==> src/rtl/skibs_pkg.sv <==
// Shared types, codes and defaults for the sorted key index with binary search.
// Used by every module of the block; no dependencies of its own.
package skibs_pkg;

    localparam int unsigned KEY_W = 64;
    localparam int unsigned POS_W = 12;
    localparam int unsigned TABLE_DEPTH_DEF = 4096;

    // Request codes on s_func
    localparam logic [1:0] FUNC_INSERT = 2'd0;
    localparam logic [1:0] FUNC_LOOKUP = 2'd1;
    localparam logic [1:0] FUNC_CLEAR  = 2'd2;

    // Result codes on m_status
    localparam logic [1:0] ST_INSERTED  = 2'd0;
    localparam logic [1:0] ST_FOUND     = 2'd1;
    localparam logic [1:0] ST_NOT_FOUND = 2'd2;
    localparam logic [1:0] ST_FULL      = 2'd3;

    typedef enum logic [2:0] {
        S_IDLE,
        S_PROBE,
        S_CMP,
        S_SHIFT_START,
        S_SHIFT,
        S_PLACE,
        S_DONE
    } state_t;

    typedef struct packed {
        logic [KEY_W-1:0] key;
        logic [POS_W-1:0] pos;
    } tbl_entry_t;

    typedef struct packed {
        logic eq;
        logic gt;
    } cmp_res_t;

endpackage

==> src/rtl/skibs_cmp_unit.sv <==
// Shared 64-bit unsigned key comparator used by every search step.
// Uses skibs_pkg for the result struct.
module skibs_cmp_unit (
    input  logic [skibs_pkg::KEY_W-1:0] key,
    input  logic [skibs_pkg::KEY_W-1:0] probe,
    output skibs_pkg::cmp_res_t         res
);
    import skibs_pkg::*;

    // Unsigned compare equals bytewise big-endian order
    always_comb begin
        res.eq = (key == probe);
        res.gt = (key > probe);
    end

endmodule

==> config.mk <==
export PLATFORM = sky130hd
export DESIGN_NAME = skibs_cmp_unit
export DESIGN_NICKNAME = d
export VERILOG_FILES = /design/src/rtl/skibs_pkg.sv /design/src/rtl/skibs_cmp_unit.sv
export SDC_FILE = /design/constraint.sdc
export NUM_CORES = 1
export LEC_CHECK = 0
export BUFFER_PORTS_ARGS = -buffer_cell sky130_fd_sc_hd__clkbuf_2
export CORE_MARGIN = 4
export CORE_UTILIZATION = 45
export DETAILED_ROUTE_END_ITERATION = 10
export PLACE_DENSITY = 0.9
export SLEW_MARGIN = 20
export SYNTH_ARGS = -nofsm -noshare
export SYNTH_HDL_FRONTEND = slang
export SYNTH_SLANG_ARGS = --single-unit
==> constraint.sdc <==
create_clock -name vclk -period 3.2
set_clock_uncertainty 0.2 [all_clocks]
set_input_delay 0 -clock vclk [all_inputs]
set_output_delay 0 -clock vclk [all_outputs]
set_load 0.03 [all_outputs]
* Word level (Yosys, flattened, before mapping)
Cells that the tools add are included.
** Storage, ports and cells
- Logic and storage cells :: 2
- Memories kept :: 0
- Register bits :: 0
- Memory bits (writable) :: 0
- Output and inout bits :: 2
- Input bits :: 128
- ROM bits :: 0
- Bits in latches :: 0
** Cells by class
- Bitwise gates (word level) :: 0
- Multiplexer cells :: 0
- Eq/ne operators :: 1
- Shifts and indexed selects :: 0
- Add/sub/neg operators :: 0
- $mul :: 0
- $lt $le $gt $ge :: 1
- Reduce and logical (&&, ||, !) cells :: 0
- Divide/modulo/power cells :: 0
** Operator list (number)
- $eq 64x64->1 :: 1
- $gt 64x64->1 :: 1

* Logic depth before layout (Yosys ltp)
Gate-level depths: netlist of run 1.
- Depth after elaboration :: 1
- Depth in mapped cells :: 8
- Gate-level depth less buffers :: 8

* Worst setup path before layout of run 1
OpenSTA, ideal clock, no wires.
- Path type :: input -> output
- From :: in probe[62] in the netlist's numbering
- To :: out res[0] in the netlist's numbering
- Required time :: 3.000 ns
- Arrival time :: 1.582 ns
- Stages on the path :: 8
- Buffers on the path :: 0
- Path slack :: 1.418 ns
- Path through :: inv_1 -> ha_1 -> and4_4 -> nand4_1 -> nor2_1 -> and3_1 -> and4_1 -> a21oi_1
** RTL lines
- from (decl) :: line skibs_cmp_unit.sv:5 : input logic [skibs_pkg::KEY_W-1:0] probe,
- to (decl) :: line skibs_cmp_unit.sv:6 : output skibs_pkg::cmp_res_t res

==> results of run 1 <==
==> routing by layer <==
layer | share of wire [%] | track usage [%]
met5 | 0 | 0
met2 | 51 | 37.79
met1 | 37 | 19.77
met4 | 0 | 0.4963
met3 | 11 | 2.135
==> cell type report <==
class	instances	area share [%]
multi-input combinational	161	59.21
tap	46	2.456
timing repair buffer	130	27.76
inverter	66	10.57
==> power groups by stage <==
stage | clock (W) | combinational [W] | sequential, W
6_report | 0 | 0.000259 | 0
5_1_grt | 0 | 0.000303 | 0
3_5_place_dp | 0 | 0.000261 | 0
2_1_floorplan | 0 | 0.000145 | 0
4_1_cts | 0 | 0.000263 | 0
3_3_place_gp | 0 | 0.000251 | 0
==> layout by cell type, fill, tap and decap left out, types with 2 or more instances in the layout <==
cell      count
a221oi_1      4
and4_1        3
a21oi_1      22
nand3_1       5
o21ai_1       2
nor3_1        2
nand2_1      14
nand4_1      10
ha_1         64
o21ai_0       6
o211ai_1      2
nor2_1        5
a21o_1        5
clkbuf_2    130
inv_1        66
==> kinds of logic after synthesis <==
logic type	Yosys count
buffers and inverters	66
adder cells (fa/ha/maj)	64
AO/OA/AOI/OAI	49
AND/OR/NAND/NOR	48
==> synth_stat cells (3+ instances only) <==
master,instances,area share [%]
a21o_1,5,2.3
a21oi_1,22,6.7
a221oi_1,4,2.1
and4_1,3,1.6
ha_1,64,49
inv_1,66,15
nand2_1,14,3.2
nand3_1,5,1.5
nand4_1,10,3.8
nor2_1,5,1.1
o21ai_0,6,1.8
==> critical path, delay by kind of cell <==
family,cells,cell delay [ps]
fa+ha+maj,1,290
buf+inv,3,290
compound gates,6,1070
==> final timing paths <==
check	cells after the start	to	from
worst max-delay path	10	res[0]	probe[29]
worst min-delay path	7	res[0]	key[63]
==> metrics by stage <==
step | instance area [um2] | total power, W | hold WS, ps | util, % | worst slack, ps
finish | 2344 | 0.0002594 | 547.5 | 68.61 | 1354
global placement | 2344 | 0.0002506 | 541.6 | 68.61 | 1370
detailed placement | 2344 | 0.0002607 | 541.4 | 68.61 | 1375
global route | 2344 | 0.0003027 | 612.9 | 68.61 | 1194
floorplan | 1635 | 0.0001448 | 394.2 | - | 1418
CTS | 2344 | 0.0002626 | 549.9 | 68.61 | 1364
==> metrics.txt, run 1 <==
outcome=complete, no violations; largest family of logic cells by synthesized area=adder cells; endpoints failing setup=0; Initial Util=47.88%; complex-gate fraction of the synthesized area=18.97%; Pint=0.0001372 W; fin crit share=57.69%; switching fraction of total power=47.11%; die boundary height=68.29 um; first-pass GRT wire length=6824 um; FP Rows=21; Slowest cell on crit path=ha_1; initial antenna violation count=0; Synth Area in Adders=48.97%; Fin Setup TNS=0 ps; Register Area=0 um2; Syn. warnings=0; die footprint=0.004663 mm2; relative slew slack=76.82%; Hold Crit Class=input pin to output port; Syn Inst Count=227; clock buffers=0; sequential power share=0%; Max Slew Vio Count=0; area grow syn2layout=43.31%; post-synthesis mux area share=0%; via count=1960; antenna cell count=0; CTS Hold Bufs=0; crit start category=input pin; Peak Freq=541.7 MHz; PD cells=110.7 mW/mm2; Residual DRC=0; Setup Buffers After CTS=0; critical path type=input pin to output port; Multi-input gate area=0.001388 mm2; combinational share of power=100.0%; layout cells sized above 1=38.10%; syn avg cell area=7.204 um2; die width=68.29 um; routed length per instance=10.95 um; Layout Cells excl Fill=403; Port-buffer cells=130; Critical Path RT=3000 ps; Simple-Gate Fraction of Synth Area=16.91%; DP HPWL=4344 um; Sw Pwr=0.0001222 W; syn_nets=419; Ports=130; largest net degree at the start of global routing=4; maximum VDD drop=57.29 uV; Cell Chain, Critical Path=clkbuf_2 -> inv_1 -> ha_1 -> a21o_1 -> a21o_1 -> a221oi_1 -> o21ai_1 -> o31ai_1 -> a21oi_1 -> clkbuf_2; DRT Wirelength=4413 um; vias per cell=4.864; post_cts resized=0; Core ar.=0.003416 mm2; Seq Cell Count=0; Clock Power Share=0%; Max FO, Critical Path=2; Synth Cell Area=0.001635 mm2; DRT Pass-1 Iters=2; worst slew pin tran=347.7 ps; Antenna Nets Post-Route=0; Synth Area in XOR/XNOR=0%; Seq/Total Area, Yosys=0%; Fillers=290; placed cells=403; critical path arrival=1650 ps; Leakage=1.591 nW; vias in the first global route=1834; total grt overflow=0; Total GRT Usage=18.04%; Worst setup EP type=output port; Final nets=551; Routability Congestion=0.8308; Unique masters post-synth=31; starting DRC count in detailed routing=43; Max stage delay on crit path=290 ps; Max Cap Viol=0; Final min period=1846 ps; Hold Vio Cnt, Final=0; RSZ-0062 raised after global routing=no
(Power assumes the default switching activity.)
==> inputs of run 2 (changes only) <==
--- a/config.mk
+++ b/config.mk
@@ -7,9 +7,9 @@
 export LEC_CHECK = 0
 export BUFFER_PORTS_ARGS = -buffer_cell sky130_fd_sc_hd__clkbuf_2
 export CORE_MARGIN = 4
-export CORE_UTILIZATION = 45
+export CORE_UTILIZATION = 38
 export DETAILED_ROUTE_END_ITERATION = 10
-export PLACE_DENSITY = 0.9
+export PLACE_DENSITY = 0.81
 export SLEW_MARGIN = 20
 export SYNTH_ARGS = -nofsm -noshare
 export SYNTH_HDL_FRONTEND = slang
==> constraint.sdc (replaced) <==
create_clock -name vclk -period 1.56
set_clock_uncertainty 0.2 [all_clocks]
set_input_delay 0 -clock vclk [all_inputs]
set_output_delay 0 -clock vclk [all_outputs]
set_load 0.03 [all_outputs]
==> run 2 against run 1 <==
Against the previous run: the flow now finishes with violations (setup timing); core utilization up 2.5 points; critical path depth unchanged; worst hold slack worse by 51 ps; combinational power rose to 2.7 times the previous value; final area up 24%; die area up 16%; via count up 4.4%; sequential share of layout area unchanged; clock-buffer cell count unchanged; critical path type unchanged; critical endpoint unchanged.
==> metrics.txt, run 2 (synthesized netlist as in run 1, its figures left out) <==
Residual DRC=0; commonest cells after routing, fill and taps aside=clkbuf_2 (115), inv_1 (50), ha_1 (47); crit start category=input pin; endpoints failing setup=2; total grt overflow=0; area grow syn2layout=77.58%; Slowest cell on crit path=ha_4; Fin Setup TNS=-346.0 ps; die boundary height=73.60 um; most frequent CP cell=buf_8; first-pass GRT wire length=7534 um; worst slew pin tran=360.0 ps; Ports=130; critical path arrival=1610 ps; Cell Chain, Critical Path=buf_8 -> inv_4 -> ha_4 -> nand4_1 -> nor3_4 -> nor4b_4 -> o31a_1 -> o31ai_4 -> a21oi_4 -> buf_8; Initial Util=40.02%; most common cell after layout, fill and taps aside=clkbuf_2; CTS Hold Bufs=0; post-route setup slack=-249.9 ps; Total GRT Usage=16.61%; Max Cap Viol=0; routed length per instance=11.96 um; vias in the first global route=1953; Final nets=570; Seq Cell Count=0; Hold Crit Class=input pin to output port; Routability Congestion=0.7387; DRT Pass-1 Iters=4; vias per cell=4.805; final design instance area without fill=0.002904 mm2; Antenna Nets Post-Route=0; Core ar.=0.004086 mm2; Port-buffer cells=130; RSZ-0062 raised after global routing=yes; die width=73.60 um; FP Rows=23; switching fraction of total power=44.60%; Max stage delay on crit path=250 ps; Multi-input gate area=0.001693 mm2; Sw Pwr=0.0003139 W; GR Util met2=34.35%; fin crit share=116.0%; maximum VDD drop=127.7 uV; largest net degree at the start of global routing=4; Clock Power Share=0%; largest delay contributor family on the critical path=simple AND/OR/NAND/NOR gates; antenna cell count=0; Register Area=0 um2; Max FO, Critical Path=3; die footprint=0.005417 mm2; worst path bufs/invs=3; DP Area=0.002465 mm2; Critical Path RT=1360 ps; Max Slew Vio Count=0; critical path type=input pin to output port; Layout Cells excl Fill=426; Fillers=318; GR Layer Usage met3=1.642%; DP HPWL=4359 um; Peak Freq=552.5 MHz; PD cells=242.4 mW/mm2; starting DRC count in detailed routing=21; DRT Wirelength=5097 um; Hold Vio Cnt, Final=0; placed cells=420; sequential power share=0%; M1 GR Usage=18.25%; clock buffers=0; Final min period=1810 ps; layout cells sized above 1=52.39%; initial antenna violation count=0; failing checks=setup timing; layer with the highest usage=met2; Leakage=1.736 nW; Pint=0.0003899 W; combinational share of power=100.0%; relative slew slack=75.95%; Worst setup EP type=output port; via count=2047; outcome=finished, violations left
-- run 2: cell count changes in the layout (fill, tap and decap cells not counted), sizes merged --
cell    change
buf        +34
clkbuf     -15
-- run 2: area by class of cell --
cell class / count / share of cell area (%)
well taps: 50 / 2.154
repair buffers: 149 / 30.93
multi-input cells: 161 / 58.29
inverters: 66 / 8.617
-- run 2: stage by stage --
step / util [%] / total power, W / setup WS [ps] / hold WS (ps)
3_5_place_dp: 60.32 / 0.0005745 / -333.4 / 572.6
2_1_floorplan: - / 0.0003030 / 0.3964 / 326.7
6_report: 71.07 / 0.0007039 / -249.9 / 496.8
5_1_grt: 71.07 / 0.0007969 / -365.8 / 548.9
4_1_cts: 64.76 / 0.0006284 / -254.0 / 524.3
3_3_place_gp: 60.32 / 0.0005514 / -308.6 / 559.4
-- run 2: what timing repair did --
item / in CTS / in global routing
resized for setup: 25 / 44
pin swaps: 13 / 20
buffers inserted: 3 / 3
endpoints found under the setup margin: 2 / 2
-- run 2: path summary, 6_finish.rpt --
kind	startpoint	to	slack, ps	cells past startpoint
min	key[63]	res[0]	500	7
max	probe[22]	res[0]	-250	10
-- run 2: power by group through the flow --
stage	Combinational [W]	Sequential [W]	Clock (W)
finish	0.000704	0	0
global route	0.000797	0	0
CTS	0.000628	0	0
detailed placement	0.000574	0	0
global placement	0.000551	0	0
floorplan	0.000303	0	0
-- run 2: routing by layer --
metal  routed length (um)  vias to the layer above  part of all wire [%]
met5                    0                        -                     0
met4                   45                        0                  0.88
met3                  416                        6                   8.2
met2                 2727                       79                    54
met1                 1908                      870                    37
li1                     -                     1092                     -
==> inputs of run 3 (changes only) <==
==> constraint.sdc (replaced) <==
create_clock -name vclk -period 1.56
set_clock_uncertainty 0.2 [all_clocks]
set_input_delay 0 -clock vclk [all_inputs]
set_output_delay 0 -clock vclk [all_outputs]
set_load 0.1 [all_outputs]
==> run 3 against run 2 <==
Against the previous run: final cell count up 0.94%; total power is 9.5% higher; critical path depth unchanged; the flow still finishes with violations (setup timing); flip-flop and latch count unchanged; core utilization up 3.3 points; sequential share of layout area did not move; critical endpoint unchanged; die area is the same; clock-buffer cell count unchanged; routed wire length increased by 7.7%; via count rose by 2.6%.
==> metrics.txt, run 3 (synthesized netlist as in run 1, its figures left out) <==
outcome=finished, violations left; failing checks=setup timing; Seq Cell Count=0; Residual DRC=0; sequential power share=0%; DP HPWL=4559 um; layout cells sized above 1=55.53%; vias in the first global route=2060; die width=73.60 um; Initial Util=40.02%; switching fraction of total power=45.42%; crit start category=input pin; RSZ-0062 raised after global routing=yes; post-route setup slack=-341.4 ps; Clock Power Share=0%; PD cells=253.8 mW/mm2; maximum VDD drop=119.1 uV; routed length per instance=12.77 um; DRT Wirelength=5489 um; Core ar.=0.004086 mm2; via count=2100; die footprint=0.005417 mm2; Critical Path RT=1360 ps; Total GRT Usage=17.81%; clock buffers=0; total grt overflow=0; power after layout=0.0007710 W; Final min period=1901 ps; Register Area=0 um2; most common cell after layout, fill and taps aside=clkbuf_2; worst slew pin tran=367.4 ps; Leakage=1.749 nW; Ports=130; DRT Pass-1 Iters=4; endpoints failing setup=2; Hold Vio Cnt, Final=0; critical path type=input pin to output port; fin crit share=121.9%; Peak Freq=525.9 MHz; largest net degree at the start of global routing=4; starting DRC count in detailed routing=34; first-pass GRT wire length=8017 um; critical path arrival=1700 ps; Port-buffer cells=130; Pint=0.0004208 W; antenna cell count=0; Fillers=320; die boundary height=73.60 um; Max Slew Vio Count=0; Worst setup EP type=output port; initial antenna violation count=0; Routability Congestion=0.7625; combinational share of power=100.0%; commonest cells after routing, fill and taps aside=clkbuf_2 (114), inv_1 (47), ha_1 (41); Antenna Nets Post-Route=0; CTS Hold Bufs=0; area grow syn2layout=85.77%; Fin Setup TNS=-528.9 ps; DP Worst Slack=-386.1 ps; vias per cell=4.884; relative slew slack=75.45%; Max FO, Critical Path=2; Hold Crit Class=input pin to output port; Final nets=574; FP Rows=23; Sw Pwr=0.0003502 W; Max Cap Viol=0
[run 3: changes by cell type in the layout (fill, tap and decap cells not counted), sizes merged]
cell	change
buf	+5
clkbuf	-1
[run 3: worst paths after layout]
check,start,to,slack (ps),cells after the start
max,probe[59],res[0],-340,10
min,key[31],res[0],570,7
[run 3: cell type report]
cell class | instances | area [um2] | area share, %
multi-input cells | 161 | 1758 | 57.87
repair buffers | 153 | 944.7 | 31.10
inverters | 66 | 272.8 | 8.979
well taps | 50 | 62.56 | 2.059
[run 3: worst max-delay path, stage by stage]
cell      delay [ps]
clkbuf_2          80
inv_1             80
ha_4             200
and2_4           150
a221o_1          340
a221oi_2         280
o21ai_1          140
a21oi_2          180
a21oi_4           80
buf_12           170
[run 3: per-stage QoR]
| stage | util [%] | cells | cell area [um2] | hold slack [ps] |
|---|---|---|---|---|
| after global routing | 74.34 | 430 | 3038 | 613.0 |
| after detailed placement | 64.33 | 423 | 2629 | 590.1 |
| after floorplan | - | 227 | 1765 | 396.8 |
| after CTS | 70.24 | 427 | 2870 | 571.6 |
| after global placement | 64.33 | 423 | 2629 | 563.0 |
| final | 74.34 | 430 | 3038 | 572.7 |
[run 3: routing by layer]
| layer | routed length (um) | vias up | track usage, % |
|---|---|---|---|
| met5 | 0 | - | 0 |
| met1 | 2012 | 914 | 19.87 |
| met4 | 41 | 0 | 1.811 |
| met2 | 2986 | 82 | 36.42 |
| met3 | 449 | 4 | 1.778 |
| li1 | - | 1100 | - |
[run 3: repair_timing]
item                       CTS  global route
pin swaps                   19            19
setup buffers                4             3
gates resized for setup     32            31
setup endpoints to repair    2             2
[run 3: power groups by stage]
stage | Clock (W) | Combinational [W] | Sequential [W]
after floorplan | 0 | 0.000340 | 0
after global placement | 0 | 0.000615 | 0
after detailed placement | 0 | 0.000639 | 0
after CTS | 0 | 0.000711 | 0
after global routing | 0 | 0.000871 | 0
final | 0 | 0.000771 | 0
