===== src/rtl/skibs_pkg.sv =====
// Shared types, codes and defaults for the sorted key index with binary search.
// Used by every module of the block; no dependencies of its own.
package skibs_pkg;

    localparam int unsigned KEY_W = 64;
    localparam int unsigned POS_W = 12;
    localparam int unsigned TABLE_DEPTH_DEF = 4096;

    // Request codes on s_func
    localparam logic [1:0] FUNC_INSERT = 2'd0;
    localparam logic [1:0] FUNC_LOOKUP = 2'd1;
    localparam logic [1:0] FUNC_CLEAR  = 2'd2;

    // Result codes on m_status
    localparam logic [1:0] ST_INSERTED  = 2'd0;
    localparam logic [1:0] ST_FOUND     = 2'd1;
    localparam logic [1:0] ST_NOT_FOUND = 2'd2;
    localparam logic [1:0] ST_FULL      = 2'd3;

    typedef enum logic [2:0] {
        S_IDLE,
        S_PROBE,
        S_CMP,
        S_SHIFT_START,
        S_SHIFT,
        S_PLACE,
        S_DONE
    } state_t;

    typedef struct packed {
        logic [KEY_W-1:0] key;
        logic [POS_W-1:0] pos;
    } tbl_entry_t;

    typedef struct packed {
        logic eq;
        logic gt;
    } cmp_res_t;

endpackage


===== src/rtl/skibs_ctrl.sv =====
// Sequencer for insert, lookup and clear: binary search, entry shift and result register.
// Drives the table memory and the shared comparator; uses skibs_pkg.
module skibs_ctrl #(
    parameter int unsigned TABLE_DEPTH = skibs_pkg::TABLE_DEPTH_DEF,
    localparam int unsigned AW = (TABLE_DEPTH > 1) ? $clog2(TABLE_DEPTH) : 1,
    localparam int unsigned CW = $clog2(TABLE_DEPTH + 1)
) (
    input  logic                        aclk,
    input  logic                        aresetn,
    input  logic                        s_valid,
    output logic                        s_ready,
    input  logic [1:0]                  s_func,
    input  logic [skibs_pkg::KEY_W-1:0] s_key,
    output logic                        m_valid,
    input  logic                        m_ready,
    output logic [1:0]                  m_status,
    output logic [skibs_pkg::POS_W-1:0] m_position,
    output logic                        rd_en,
    output logic [AW-1:0]               rd_addr,
    input  skibs_pkg::tbl_entry_t       rd_data,
    output logic                        wr_en,
    output logic [AW-1:0]               wr_addr,
    output skibs_pkg::tbl_entry_t       wr_data,
    output logic [skibs_pkg::KEY_W-1:0] cmp_key,
    output logic [skibs_pkg::KEY_W-1:0] cmp_probe,
    input  skibs_pkg::cmp_res_t         cmp_res,
    output logic [CW-1:0]               entry_count
);
    import skibs_pkg::*;

    state_t state_reg, state_next;
    logic [KEY_W-1:0] key_reg, key_next;
    logic             lookup_reg, lookup_next;
    logic [CW-1:0]    lo_reg, lo_next;
    logic [CW-1:0]    hi_reg, hi_next;
    logic [AW-1:0]    mid_reg, mid_next;
    logic [AW-1:0]    idx_reg, idx_next;
    logic [CW-1:0]    count_reg, count_next;
    logic [1:0]       res_status_reg, res_status_next;
    logic [POS_W-1:0] res_pos_reg, res_pos_next;
    logic             m_valid_reg, m_valid_next;
    logic [1:0]       m_status_reg, m_status_next;
    logic [POS_W-1:0] m_pos_reg, m_pos_next;

    logic             accept;
    logic             full;
    logic             range_open;
    logic [CW:0]      mid_sum;
    logic [CW:0]      mid_full;
    logic [AW-1:0]    mid;
    logic             step_right;
    logic             out_free;
    logic [CW+POS_W-1:0] count_ext;
    logic [POS_W-1:0] new_pos;

    assign accept     = s_valid && s_ready;
    assign full       = (count_reg == CW'(TABLE_DEPTH));
    assign range_open = (lo_reg < hi_reg);
    // Lookup keeps an inclusive upper bound of hi-1, so one is taken off the sum before it is halved
    assign mid_sum    = {1'b0, lo_reg} + {1'b0, hi_reg} - (CW+1)'(lookup_reg);
    assign mid_full   = mid_sum >> 1;
    assign mid        = mid_full[AW-1:0];
    assign step_right = cmp_res.gt || (!lookup_reg && cmp_res.eq);
    assign out_free   = !m_valid_reg || m_ready;
    assign count_ext  = {{POS_W{1'b0}}, count_reg};
    assign new_pos    = count_ext[POS_W-1:0];

    assign cmp_key   = key_reg;
    assign cmp_probe = rd_data.key;

    // Next state
    always_comb begin
        state_next = state_reg;
        case (state_reg)
            S_IDLE: begin
                if (accept && s_func == FUNC_INSERT) begin
                    state_next = full ? S_DONE : S_PROBE;
                end else if (accept && s_func == FUNC_LOOKUP) begin
                    state_next = S_PROBE;
                end
            end
            S_PROBE: begin
                if (range_open) begin
                    state_next = S_CMP;
                end else if (lookup_reg) begin
                    state_next = S_DONE;
                end else if (lo_reg < count_reg) begin
                    state_next = S_SHIFT_START;
                end else begin
                    state_next = S_PLACE;
                end
            end
            S_CMP: begin
                if (lookup_reg && cmp_res.eq) begin
                    state_next = S_DONE;
                end else begin
                    state_next = S_PROBE;
                end
            end
            S_SHIFT_START: state_next = S_SHIFT;
            S_SHIFT: begin
                if (!(CW'(idx_reg) > lo_reg)) begin
                    state_next = S_PLACE;
                end
            end
            S_PLACE: state_next = S_DONE;
            S_DONE: begin
                if (out_free) begin
                    state_next = S_IDLE;
                end
            end
            default: state_next = S_IDLE;
        endcase
    end

    // Outputs to memory and input channel
    always_comb begin
        s_ready = 1'b0;
        rd_en   = 1'b0;
        rd_addr = mid;
        wr_en   = 1'b0;
        wr_addr = AW'(idx_reg + AW'(1));
        wr_data = rd_data;
        case (state_reg)
            S_IDLE: s_ready = 1'b1;
            S_PROBE: rd_en = range_open;
            S_SHIFT_START: begin
                rd_en   = 1'b1;
                rd_addr = AW'(count_reg - CW'(1));
            end
            S_SHIFT: begin
                // Move the entry read last cycle up one slot, fetch the next one down
                wr_en   = 1'b1;
                rd_en   = (CW'(idx_reg) > lo_reg);
                rd_addr = AW'(idx_reg - AW'(1));
            end
            S_PLACE: begin
                wr_en        = 1'b1;
                wr_addr      = lo_reg[AW-1:0];
                wr_data.key  = key_reg;
                wr_data.pos  = new_pos;
            end
            default: ;
        endcase
    end

    // Datapath registers
    always_comb begin
        key_next        = key_reg;
        lookup_next     = lookup_reg;
        lo_next         = lo_reg;
        hi_next         = hi_reg;
        mid_next        = mid_reg;
        idx_next        = idx_reg;
        count_next      = count_reg;
        res_status_next = res_status_reg;
        res_pos_next    = res_pos_reg;
        m_valid_next    = m_valid_reg && !m_ready;
        m_status_next   = m_status_reg;
        m_pos_next      = m_pos_reg;
        case (state_reg)
            S_IDLE: begin
                if (accept) begin
                    key_next    = s_key;
                    lookup_next = (s_func == FUNC_LOOKUP);
                    lo_next     = '0;
                    hi_next     = count_reg;
                    if (s_func == FUNC_INSERT && full) begin
                        res_status_next = ST_FULL;
                        res_pos_next    = '0;
                    end
                    if (s_func == FUNC_CLEAR) begin
                        count_next = '0;
                    end
                end
            end
            S_PROBE: begin
                mid_next = mid;
                if (!range_open && lookup_reg) begin
                    res_status_next = ST_NOT_FOUND;
                    res_pos_next    = '0;
                end
            end
            S_CMP: begin
                if (lookup_reg && cmp_res.eq) begin
                    res_status_next = ST_FOUND;
                    res_pos_next    = rd_data.pos;
                end else if (step_right) begin
                    lo_next = CW'(mid_reg) + CW'(1);
                end else begin
                    hi_next = CW'(mid_reg);
                end
            end
            S_SHIFT_START: idx_next = AW'(count_reg - CW'(1));
            S_SHIFT: begin
                if (CW'(idx_reg) > lo_reg) begin
                    idx_next = AW'(idx_reg - AW'(1));
                end
            end
            S_PLACE: begin
                count_next      = count_reg + CW'(1);
                res_status_next = ST_INSERTED;
                res_pos_next    = new_pos;
            end
            S_DONE: begin
                if (out_free) begin
                    m_valid_next  = 1'b1;
                    m_status_next = res_status_reg;
                    m_pos_next    = res_pos_reg;
                end
            end
            default: ;
        endcase
    end

    always_ff @(posedge aclk) begin
        if (!aresetn) begin
            state_reg   <= S_IDLE;
            count_reg   <= '0;
            m_valid_reg <= 1'b0;
        end else begin
            state_reg   <= state_next;
            count_reg   <= count_next;
            m_valid_reg <= m_valid_next;
        end
    end

    always_ff @(posedge aclk) begin
        key_reg        <= key_next;
        lookup_reg     <= lookup_next;
        lo_reg         <= lo_next;
        hi_reg         <= hi_next;
        mid_reg        <= mid_next;
        idx_reg        <= idx_next;
        res_status_reg <= res_status_next;
        res_pos_reg    <= res_pos_next;
        m_status_reg   <= m_status_next;
        m_pos_reg      <= m_pos_next;
    end

    assign m_valid     = m_valid_reg;
    assign m_status    = m_status_reg;
    assign m_position  = m_pos_reg;
    assign entry_count = count_reg;

endmodule


===== config.mk =====
export PLATFORM = sky130hd
export DESIGN_NAME = skibs_ctrl
export DESIGN_NICKNAME = d
export VERILOG_FILES = /design/src/rtl/skibs_pkg.sv /design/src/rtl/skibs_ctrl.sv
export SDC_FILE = /design/constraint.sdc
export NUM_CORES = 1
export LEC_CHECK = 0
export ABC_CLOCK_PERIOD_IN_PS = 3700
export BUFFER_PORTS_ARGS = -buffer_cell sky130_fd_sc_hd__buf_2
export CORE_AREA = 2 2 156 158
export CTS_CLUSTER_SIZE = 24
export DETAILED_ROUTE_END_ITERATION = 10
export DIE_AREA = 0 0 158 160
export PLACE_DENSITY_LB_ADDON = 0.05
export RECOVER_POWER = 100
export SLEW_MARGIN = 5
export SYNTH_ARGS = -nofsm -noshare
export SYNTH_HDL_FRONTEND = slang
export SYNTH_SLANG_ARGS = --single-unit
export TNS_END_PERCENT = 5

===== constraint.sdc =====
create_clock -name aclk -period 3.7 [get_ports aclk]
set_input_delay 0.925 -clock aclk [delete_from_list [all_inputs] [get_ports aclk]]
set_output_delay 0.925 -clock aclk [all_outputs]
set_load 0.01 [all_outputs]

# Word level (Yosys, flattened, before mapping)
# Cells that the tools add are included.
# classes
add_sub_neg	7
order_cmp	3
n_eq_ne	21
muxes	41
n_reduce_logical	29
# op_table
cell	count
13-bit two-way mux	8
13-bit case mux with 2 select lines	3
76-bit two-way mux	1
12-bit two-way mux	6
12-bit case mux with 2 select lines	2
12-bit case mux with 4 select lines	1
3-bit two-way mux	9
13-bit < comparator	2
12-bit by 1-bit subtractor with 12-bit output, second input constant	2
2-bit != test, second input constant	11
3-bit case mux with 7 select lines	1
12-bit by 1-bit adder with 13-bit output, second input constant	1
13-bit by 1-bit adder with 13-bit output, second input constant	1
13-bit adder	1
13-bit equality test, second input constant	1
12-bit by 13-bit greater-than comparator with 1-bit output	1
13-bit by 1-bit subtractor with 13-bit output	1
12-bit by 1-bit adder with 12-bit output, second input constant	1
3-bit equality test, second input constant	3
1-bit logical AND	8
2-bit two-way mux	4
2-bit case mux with 4 select lines	1
4-bit AND reduction	2
3-bit by 2-bit equality test with 1-bit output, second input constant	2
other kinds (16)	28
# word_totals
ff_bits	160
out_inout_bits	259
elab_cells	114

# Depth between registers and ports, before layout
# Gate-level depths: netlist of the first run.
# logic_depth
ltp_word	7
depth_mapped	11
mapped_depth_nobuf	10

# Worst setup path before layout of the first run
# Ideal clock, no wire load.
# synth_path
kind	register -> output
start	register lo_reg[1]
end	output port rd_addr[11]
arrival_time_ps	2267
setup_slack_ps	508
stages_incl_launch_ff	11
n_path_buf	0
cell_sequence	edfxtp_1 -> inv_1 -> ha_1 -> inv_1 -> fa_1 -> a211oi_1 -> nor2_1 -> o22ai_1 -> o21ai_1 -> xnor2_1 -> a21o_1
# synth_via
elab_chain_len	3
# synth_lines
item	line	rtl
from (decl)	skibs_ctrl.sv:34	logic [CW-1:0] lo_reg, lo_next;
from (signal assigned)	skibs_ctrl.sv:231	lo_reg <= lo_next;
13-bit adder	skibs_ctrl.sv:60	assign mid_sum = {1'b0, lo_reg} + {1'b0, hi_reg} - (CW+1)'(lookup_reg);
13-bit by 1-bit subtractor with 13-bit output	skibs_ctrl.sv:60	
net mid_sum[12]	skibs_ctrl.sv:48	logic [CW:0] mid_sum;
12-bit case mux with 2 select lines	skibs_ctrl.sv:124	case (state_reg)
to (decl)	skibs_ctrl.sv:19	output logic [AW-1:0] rd_addr,
# The timed path passes the listed nets, and every way through them passes these cells.

# Final worst setup path of the first run
# layout_path
start	register lookup_reg
end	output port rd_addr[5]
# layout_via
elab_chain_len	2
# layout_lines
item	line	rtl
from (decl)	skibs_ctrl.sv:33	logic lookup_reg, lookup_next;
from (signal assigned)	skibs_ctrl.sv:230	lookup_reg <= lookup_next;
13-bit by 1-bit subtractor with 13-bit output	skibs_ctrl.sv:60	
net mid_sum[6]	skibs_ctrl.sv:48	
12-bit case mux with 2 select lines	skibs_ctrl.sv:124	
# The timed path passes the listed nets, and every way through them passes these cells.

==> impl_metrics.ini, run 1 <==
[critical_path]
path_class = reg -> out
critPathLaunch = lookup_reg
end_kind = output port
worstSetupStartpointType = flop
r2r_start = state_reg[1]
r2r_cells = 4
critPathArrivalTime_ns = 2.80
cp.required_ns = 2.77
path_max_fanout = 2

[power_and_ir_drop]
irDropWorstVdd_uv = 927.0
power_density_nw_per_um2 = 907.1
power_leakage_nw = 5.410

[routing]
ant_nets = 0
route.vias.total = 8965
avgViaCountPerCell = 5.042
drt_pass1_iterations = 5
finalWirelength_um = 36030
drc = 0
post_drt_wl_per_cell_um = 20.26
drt_first_iter_violations = 580

[floorplan]
core_um2 = 23820
row_count = 57
die-area_um2 = 25280
start_util_pct = 41.50
ios = 407
die_w_um = 158
die_h_um = 160

[global_routing]
grt_util_all_layers_pct = 27.77
antenna_found_initial = 5
overflow = 0
grt_max_degree = 71
grt_pass1_wl_um = 51410
grt_pass1_vias = 8399

[sta]
period_share_pct = 100.6
worst_slack_ns = -0.02061
rsz0062_at_grt = true
final.setup.tns_ns = -0.05316
drv_slew = 40
period_needed_ns = 3.721
tightest_slew_ns = 1.715
final-hold-violation-count = 0
setup_viol = 4
max_slew_margin_pct = -14.33
skew_ns = 0.01880
fmax_ghz = 0.2688

[clock_network]
cts_buffer_depth = 2
cts_tree = yes
cts_hold_buf = 0
root_buffer = clkbuf_16
clk_pin_slew_ns = 0.07
cts_inserted_buffers = 17
clock_latency_ns = 0.44
clock-sinks = 160
htree_levels = 4

[logic_synthesis]
async_reset_ff_share_pct = 0
synth_edf_count = 143
synth-seq-area-share_pct = 46.88
synthesis.area_um2 = 9886
post_synth_num_cell_types = 60
ys_warn_count = 0
synthFlopType = edfxtp_1
synth_nets = 1287
postSynthCellCount = 1074
ys_ff_latch = 160
avgSynthCellArea_um2 = 9.205

[run_status]
violations = max-capacitance violations, max-slew violations, negative setup slack
status = finished, violations left

[place]
gp_routability_congestion = 0.8849
io_buffers = 406
placed_cells = 1724
hpwl_um = 28340
place_area_um2 = 11920
pre_cts_slack_ns = 0.1410

[min_path]
min_delay_path_depth = 0
hold_path_class = reg -> reg
hp-start = res_status_reg[1]

[finish]
largest_register_ffs = 64
finalNetCount = 1650
stdcell_count = 1778
synthToLayoutAreaGrowth_pct = 27.17
final_area_um2 = 12570
drive_gt1_share_pct = 24.69

[run]
drv_cap = 1
==> worst max-delay path, cell delays in order (launching register included) <==
cell      delay [ns]
edfxtp_1        0.44
ha_1            0.33
nor2b_2         0.05
fa_2            0.36
a211oi_4        0.24
buf_4           0.15
o21bai_1        0.05
a21oi_1         0.17
xnor2_1         0.17
a22oi_1         0.12
o21ai_1         0.11
buf_2           0.16
==> through the flow <==
stage	util, %	total power, W	hold WS, ns
floorplan	-	0.006718	0.4003
global placement	50.05	0.008833	0.4010
detailed placement	50.05	0.008841	0.4045
CTS	53.18	0.01105	0.4129
global route	52.78	0.01215	0.4256
finish	52.78	0.01140	0.4115
==> synth_stat cells (11+ instances only) <==
cell      count  share of area (%)
nand2_1     288                 11
edfxtp_1    143                 43
nor2_1       65                2.5
buf_4        64                4.9
ha_1         64                8.1
inv_1        63                2.4
o21ai_0      62                3.1
a21oi_1      37                1.9
xnor2_1      36                3.2
clkbuf_1     24               0.91
xor2_1       21                1.9
nand3_1      18               0.91
dfxtp_1      17                3.4
nand4_1      14               0.89
buf_2        11               0.56
nor2b_1      11               0.70
==> where the power goes <==
group          switching [W]  leakage, nW  internal (W)
logic                0.00376         3.65       0.00269
registers           0.000379         1.47       0.00281
clock network       0.000816        0.281      0.000949
total                0.00496         5.41       0.00645
==> layout by cell type (no fill, tap or decap), types with 10 or more instances in the layout <==
master     Yosys  final
a21oi_1       37     35
buf_2         11    245
buf_4         64     36
clkbuf_1      24    166
clkbuf_16      0     17
dfxtp_1       17     17
edfxtp_1     143    143
ha_1          64     53
inv_1         63     57
mux2i_1       10     10
nand2_1      288    287
nand3_1       18     18
nand4_1       14     14
nor2_1        65     64
nor2b_1       11     10
o21ai_0       62     55
xnor2_1       36     34
xor2_1        21     21
==> worst paths after layout <==
kind                 end  slack [ns]
max           rd_addr[5]       -0.02
min          m_status[1]        0.41
max reg2reg    hi_reg[1]        0.34
min reg2reg  m_status[1]        0.41
==> cell families (layout without fill, tap and decap cells) <==
logic type	Yosys count	count (layout)	share of synthesized area, %
AND/OR/NAND/NOR	449	449	20.12
adder cells (fa/ha/maj)	65	65	8.303
multiplexers	10	10	1.013
other	0	4	0
buffers and inverters	177	553	9.303
AO/OA/AOI/OAI	156	156	9.328
XOR/XNOR	57	57	5.050
flip-flops	160	160	46.88
==> cell type report <==
cell class	instances	area, um2
Sequential cell	160	4634
Clock inverter	15	147.6
Tap cell	324	405.4
Timing Repair Buffer	451	2178
Fill cell	2412	11250
Clock buffer	17	425.4
Antenna cell	4	10.01
Multi-Input combinational cell	737	4508
Inverter	70	262.8
==> metal layers <==
layer | up-vias | wire length (um) | track usage, % | share of wire [%]
met5 | - | 0 | 0 | 0
met4 | 0 | 1126 | 11.59 | 3.1
met3 | 52 | 2134 | 4.749 | 5.9
met2 | 296 | 17630 | 45.83 | 49
met1 | 4295 | 15140 | 36.01 | 42
li1 | 4322 | - | - | -
==> timing repair <==
action / in CTS / in global routing
setup buffers: 11 / 7
resized for setup: 17 / 28
gates cloned: 0 / 0
endpoints found under the setup margin: 8 / 9
pin swaps: 11 / 21
Note: power is estimated with default switching activity, not from simulation.
==> run 2, diff against run 1 <==
--- a/config.mk
+++ b/config.mk
@@ -11,7 +11,7 @@
 export CTS_CLUSTER_SIZE = 24
 export DETAILED_ROUTE_END_ITERATION = 10
 export DIE_AREA = 0 0 158 160
-export PLACE_DENSITY_LB_ADDON = 0.05
+export PLACE_DENSITY_LB_ADDON = 0.25
 export RECOVER_POWER = 100
 export SLEW_MARGIN = 5
 export SYNTH_ARGS = -nofsm -noshare
==> run 2 against run 1 <==
  * The run ends with negative setup slack left
  * Non-clock buffer count is 5 higher
  * Largest power group unchanged
  * Combinational power increased by 6.2%
  * First-iteration DRC count rose by 35%
  * Critical endpoint is now rd_addr[9]
  * Highest routed layer is now met5
==> impl_metrics.ini, run 2 (synthesis results as in run 1) <==
[run_status]
status = finished, violations left
violations = negative setup slack

[power_and_ir_drop]
power.total_w = 0.01176
irDropWorstVdd_uv = 959.6
power_density_nw_per_um2 = 911.7
power_leakage_nw = 5.893

[global_routing]
overflow = 0
grt_pass1_vias = 8658
grt_max_degree = 67
antenna_found_initial = 8
grt_util_all_layers_pct = 29.32
grt_pass1_wl_um = 54320

[finish]
synthToLayoutAreaGrowth_pct = 30.49
stdcell_count = 1787
post-route-util_pct = 54.15
nFillCells = 2235
layout_commonest_cell = buf_2
largest_register_ffs = 64
drive_gt1_share_pct = 36.36
layout_common_cells = 395 x buf_2, 287 x nand2_1, 143 x edfxtp_1
final_area_um2 = 12900
finalNetCount = 1655

[place]
io_buffers = 406
gp_routability_congestion = 0.9106
hpwl_um = 30770
place_area_um2 = 11980
placed_cells = 1732

[floorplan]
die_h_um = 160
die-area_um2 = 25280
core_um2 = 23820
start_util_pct = 41.50
ios = 407
die_w_um = 158
row_count = 57

[routing]
finalWirelength_um = 38160
avgViaCountPerCell = 5.198
ant_nets = 0
wl_met1_um = 15170
wl_met2_um = 18720
drc = 0
dr_wl_met3_um = 3326
top_layer_used = met5
drt_pass1_iterations = 5
post_drt_wl_per_cell_um = 21.36
drt_first_iter_violations = 781
route.vias.total = 9289

[clock_network]
clk_pin_slew_ns = 0.06
cts_buffer_depth = 2
clock_latency_ns = 0.43
htree_levels = 4
cts_tree = yes
clock-sinks = 160
root_buffer = clkbuf_16
cts_inserted_buffers = 17

[critical_path]
critPathArrivalTime_ns = 2.83
path_max_fanout = 3
worstSetupStartpointType = flop
cp.required_ns = 2.77
end_kind = output port
regToRegSetupSlack_ns = 0.98
path_class = reg -> out

[sta]
period_needed_ns = 3.753
worst_slack_ns = -0.05271
final.setup.tns_ns = -0.05271
final-hold-violation-count = 0
drv_slew = 0
tightest_slew_ns = 0.9346
skew_ns = 0.01176
period_share_pct = 101.4
fmax_ghz = 0.2665
setup_viol = 1
max_slew_margin_pct = 37.70
rsz0062_at_grt = true

[run]
drv_cap = 0

[min_path]
hold_path_class = reg -> reg
run 2: changes by cell type in the layout (fill, tap and decap cells not counted), moves of 4 or more:
cell and change:
buf_4 +8, a21oi_1 -4, buf_2 +150, diode_2 +4
clkbuf_1 -154, a21oi_2 +4
run 2: timing repair:
| action | in CTS | in global routing |
|---|---|---|
| buffers inserted | 11 | 4 |
| endpoints found under the setup margin | 8 | 10 |
| hold endpoints to repair | 0 | 0 |
| hold buffers | 0 | 0 |
| pin swaps | 7 | 17 |
| resized for setup | 12 | 45 |
run 2: worst paths after layout:
check | startpoint | to | depth (start not counted)
worst max-delay path | lookup_reg | rd_addr[9] | 11
worst min-delay path | res_pos_reg[2] | m_position[2] | 0
worst max register to register | lo_reg[2] | idx_reg[11] | 10
worst min register to register | res_pos_reg[2] | m_position[2] | 0
run 2: stage by stage:
stage | worst slack, ns | hold WS (ns)
CTS | -0.1196 | 0.4189
finish | -0.05271 | 0.4227
detailed placement | 0.04733 | 0.4052
global placement | 0.1122 | 0.4014
floorplan | 0.5076 | 0.4003
global route | -0.1278 | 0.4228
run 2: routing by layer:
layer  vias to the layer above  track usage [%]
met1                      4449            37.82
met5                         -                0
met2                       423            48.68
met3                        64            6.839
li1                       4351                -
met4                         2            9.296
run 2: layout make-up:
type                    count  area [um2]  share of cell area [%]
diodes                      8       20.02                  0.1552
multi-input cells         737        4563                   35.37
clock buffers              17       425.4                   3.298
inverters                  70       262.8                   2.037
well taps                 324       405.4                   3.143
flip-flops and latches    160        4634                   35.93
repair buffers            456        2435                   18.87
clock inverters            15       153.9                   1.193
run 2: critical path: stages (launching register included):
cell       delay [ns]
edfxtp_1         0.44
ha_1             0.33
nor2b_2          0.05
fa_2             0.37
a211oi_4         0.29
nor2_4           0.08
o22ai_4          0.12
buf_6            0.14
o21bai_4         0.06
mux2i_2          0.16
o2bb2ai_2        0.19
buf_2            0.16
run 2: power by group:
part / internal [W] / total, W / switching (W)
Sequential: 0.00280 / 0.00315 / 0.000350
Combinational: 0.00287 / 0.00685 / 0.00398
Clock: 0.000952 / 0.00176 / 0.000807
Total: 0.00662 / 0.0118 / 0.00514
==> run 3, diff against run 2 <==
--- a/config.mk
+++ b/config.mk
@@ -5,9 +5,10 @@
 export SDC_FILE = /design/constraint.sdc
 export NUM_CORES = 1
 export LEC_CHECK = 0
-export ABC_CLOCK_PERIOD_IN_PS = 3700
+export ABC_CLOCK_PERIOD_IN_PS = 4600
 export BUFFER_PORTS_ARGS = -buffer_cell sky130_fd_sc_hd__buf_2
 export CORE_AREA = 2 2 156 158
+export CTS_CLUSTER_DIAMETER = 50
 export CTS_CLUSTER_SIZE = 24
 export DETAILED_ROUTE_END_ITERATION = 10
 export DIE_AREA = 0 0 158 160
==> constraint.sdc (replaced) <==
create_clock -name aclk -period 4.6 [get_ports aclk]
set_input_delay 1.15 -clock aclk [delete_from_list [all_inputs] [get_ports aclk]]
set_output_delay 1.15 -clock aclk [all_outputs]
set_load 0.01 [all_outputs]
==> run 3 against run 2 <==
  * The flow finishes with violations (max-capacitance violations, max-slew violations)
  * Core utilization shrank 2.9 points
  * Clock skew shrank 0.00059 ns
  * Wire length shrank 0.58%
  * Non-clock buffer count shrank 34
  * Critical path depth is the same
  * Sequential cell count is the same
  * Via count shrank 1.0%
  * Count of clock-buffer cells in the layout is the same
  * Final cell count shrank 2.1%
  * Critical endpoint unchanged
  * Largest cell class unchanged
==> impl_metrics.ini, run 3 (synthesis results as in run 1) <==
[sta]
rsz0062_at_grt = false
tightest_slew_ns = 3.108
final.setup.tns_ns = 0
max_slew_margin_pct = -107.2
period_needed_ns = 4.433
skew_ns = 0.01118
fmax_ghz = 0.2256
setup_viol = 0
drv_slew = 66
final-hold-violation-count = 0
period_share_pct = 96.37

[clock_network]
clock-sinks = 160
cts_buffer_depth = 2
cts_hold_buf = 0
cts_inserted_buffers = 17
htree_levels = 4
clk_pin_slew_ns = 0.08
clock_latency_ns = 0.44
cts_tree = yes
root_buffer = clkbuf_16

[critical_path]
cp_num_buf_inv = 3
critPathArrivalTime_ns = 3.28
max_stage_delay_ns = 0.48
cp.required_ns = 3.45
path_class = reg -> out
path_common_cell = inv_1
cp_top_family = compound AO/OA/AOI/OAI gates
end_kind = output port
worstSetupStartpointType = flop
regToRegSetupSlack_ns = 0.87
path_max_fanout = 3
critPathSlowestCell = fa_1
crit_chain = inv_1 -> ha_1 -> inv_1 -> fa_1 -> a211oi_1 -> nor2_1 -> o22ai_2 -> o21bai_1 -> mux2i_1 -> o2bb2ai_1 -> buf_2

[global_routing]
grt_pass1_wl_um = 53320
antenna_found_initial = 9
overflow = 0
grt_util_all_layers_pct = 29.05
grt_max_degree = 66
grt_pass1_vias = 8475

[power_and_ir_drop]
p_int_w = 0.004729
power_leakage_nw = 5.257
p_sw_share_pct = 44.95
power_switching_w = 0.003862
p_comb_share_pct = 51.9
pwr-share-seq_pct = 30.8
irDropWorstVdd_uv = 695.6
power.total_w = 0.008590
power_density_nw_per_um2 = 703.2
clkPwrFrac_pct = 17.2

[routing]
drt_first_iter_violations = 826
avgViaCountPerCell = 5.254
finalWirelength_um = 37940
post_drt_wl_per_cell_um = 21.68
ant_nets = 0
drt_pass1_iterations = 7
route.vias.total = 9195
drc = 0

[place]
placed_cells = 1713
io_buffers = 406
gp_routability_congestion = 0.9422
hpwl_um = 30580

[finish]
layout_commonest_cell = nand2_1
largest_register_ffs = 64
layout_common_cells = 287 x nand2_1, 245 x buf_2, 166 x clkbuf_1
finalNetCount = 1621
synthToLayoutAreaGrowth_pct = 23.57
stdcell_count = 1750
drive_gt1_share_pct = 20.90

[run_status]
violations = max-capacitance violations, max-slew violations
status = finished, violations left

[floorplan]
die-area_um2 = 25280
start_util_pct = 41.50
die_h_um = 160
row_count = 57
ios = 407
die_w_um = 158
core_um2 = 23820

[run]
drv_cap = 1

[min_path]
hold_path_class = reg -> reg
## run 3: power groups by stage
stage / combinational [W] / sequential, W / clock [W]
3_5_place_dp: 0.00442 / 0.00265 / 0
6_report: 0.00446 / 0.00265 / 0.00148
3_3_place_gp: 0.00440 / 0.00263 / 0
5_1_grt: 0.00491 / 0.00270 / 0.00154
4_1_cts: 0.00447 / 0.00262 / 0.00149
2_1_floorplan: 0.00282 / 0.00258 / 0
## run 3: cell type report
| cell class | instances | area [um2] |
|---|---|---|
| Tap cell | 324 | 405.4 |
| Timing Repair Buffer | 422 | 1957 |
| Fill cell | 2405 | 11600 |
| Clock inverter | 15 | 187.7 |
| Antenna cell | 5 | 12.51 |
| Sequential cell | 160 | 4634 |
| Multi-Input combinational cell | 737 | 4330 |
| Clock buffer | 17 | 425.4 |
| Inverter | 70 | 262.8 |
## run 3: worst paths after layout
check,startpoint,cells after the start,to
min reg2reg,res_pos_reg[10],0,m_position[10]
min,res_pos_reg[10],0,m_position[10]
max,lo_reg[1],11,rd_addr[9]
max reg2reg,state_reg[0],3,cmp_key[61]
## run 3: timing repair
action                     CTS  global route
gates resized for setup      0             1
buffers inserted             0             0
setup endpoints to repair    0             2
## run 3: metal layers
layer | up-vias | part of all wire [%] | global-route usage (%)
li1 | 4277 | - | -
met1 | 4419 | 40 | 36.26
met2 | 417 | 48 | 47.57
met3 | 76 | 9.0 | 8.440
met4 | 6 | 3.3 | 10.93
met5 | - | 0.090 | 0
## run 3: per-stage QoR
step	setup slack [ns]	hold WS [ns]	util [%]	area (um2)
finish	0.1668	0.4219	51.28	12220
global route	0.01512	0.4303	51.28	12220
CTS	0.07212	0.4186	52.21	12440
detailed placement	0.5498	0.4052	49.63	11820
global placement	0.6171	0.4006	49.63	11820
floorplan	1.183	0.4003	-	9886
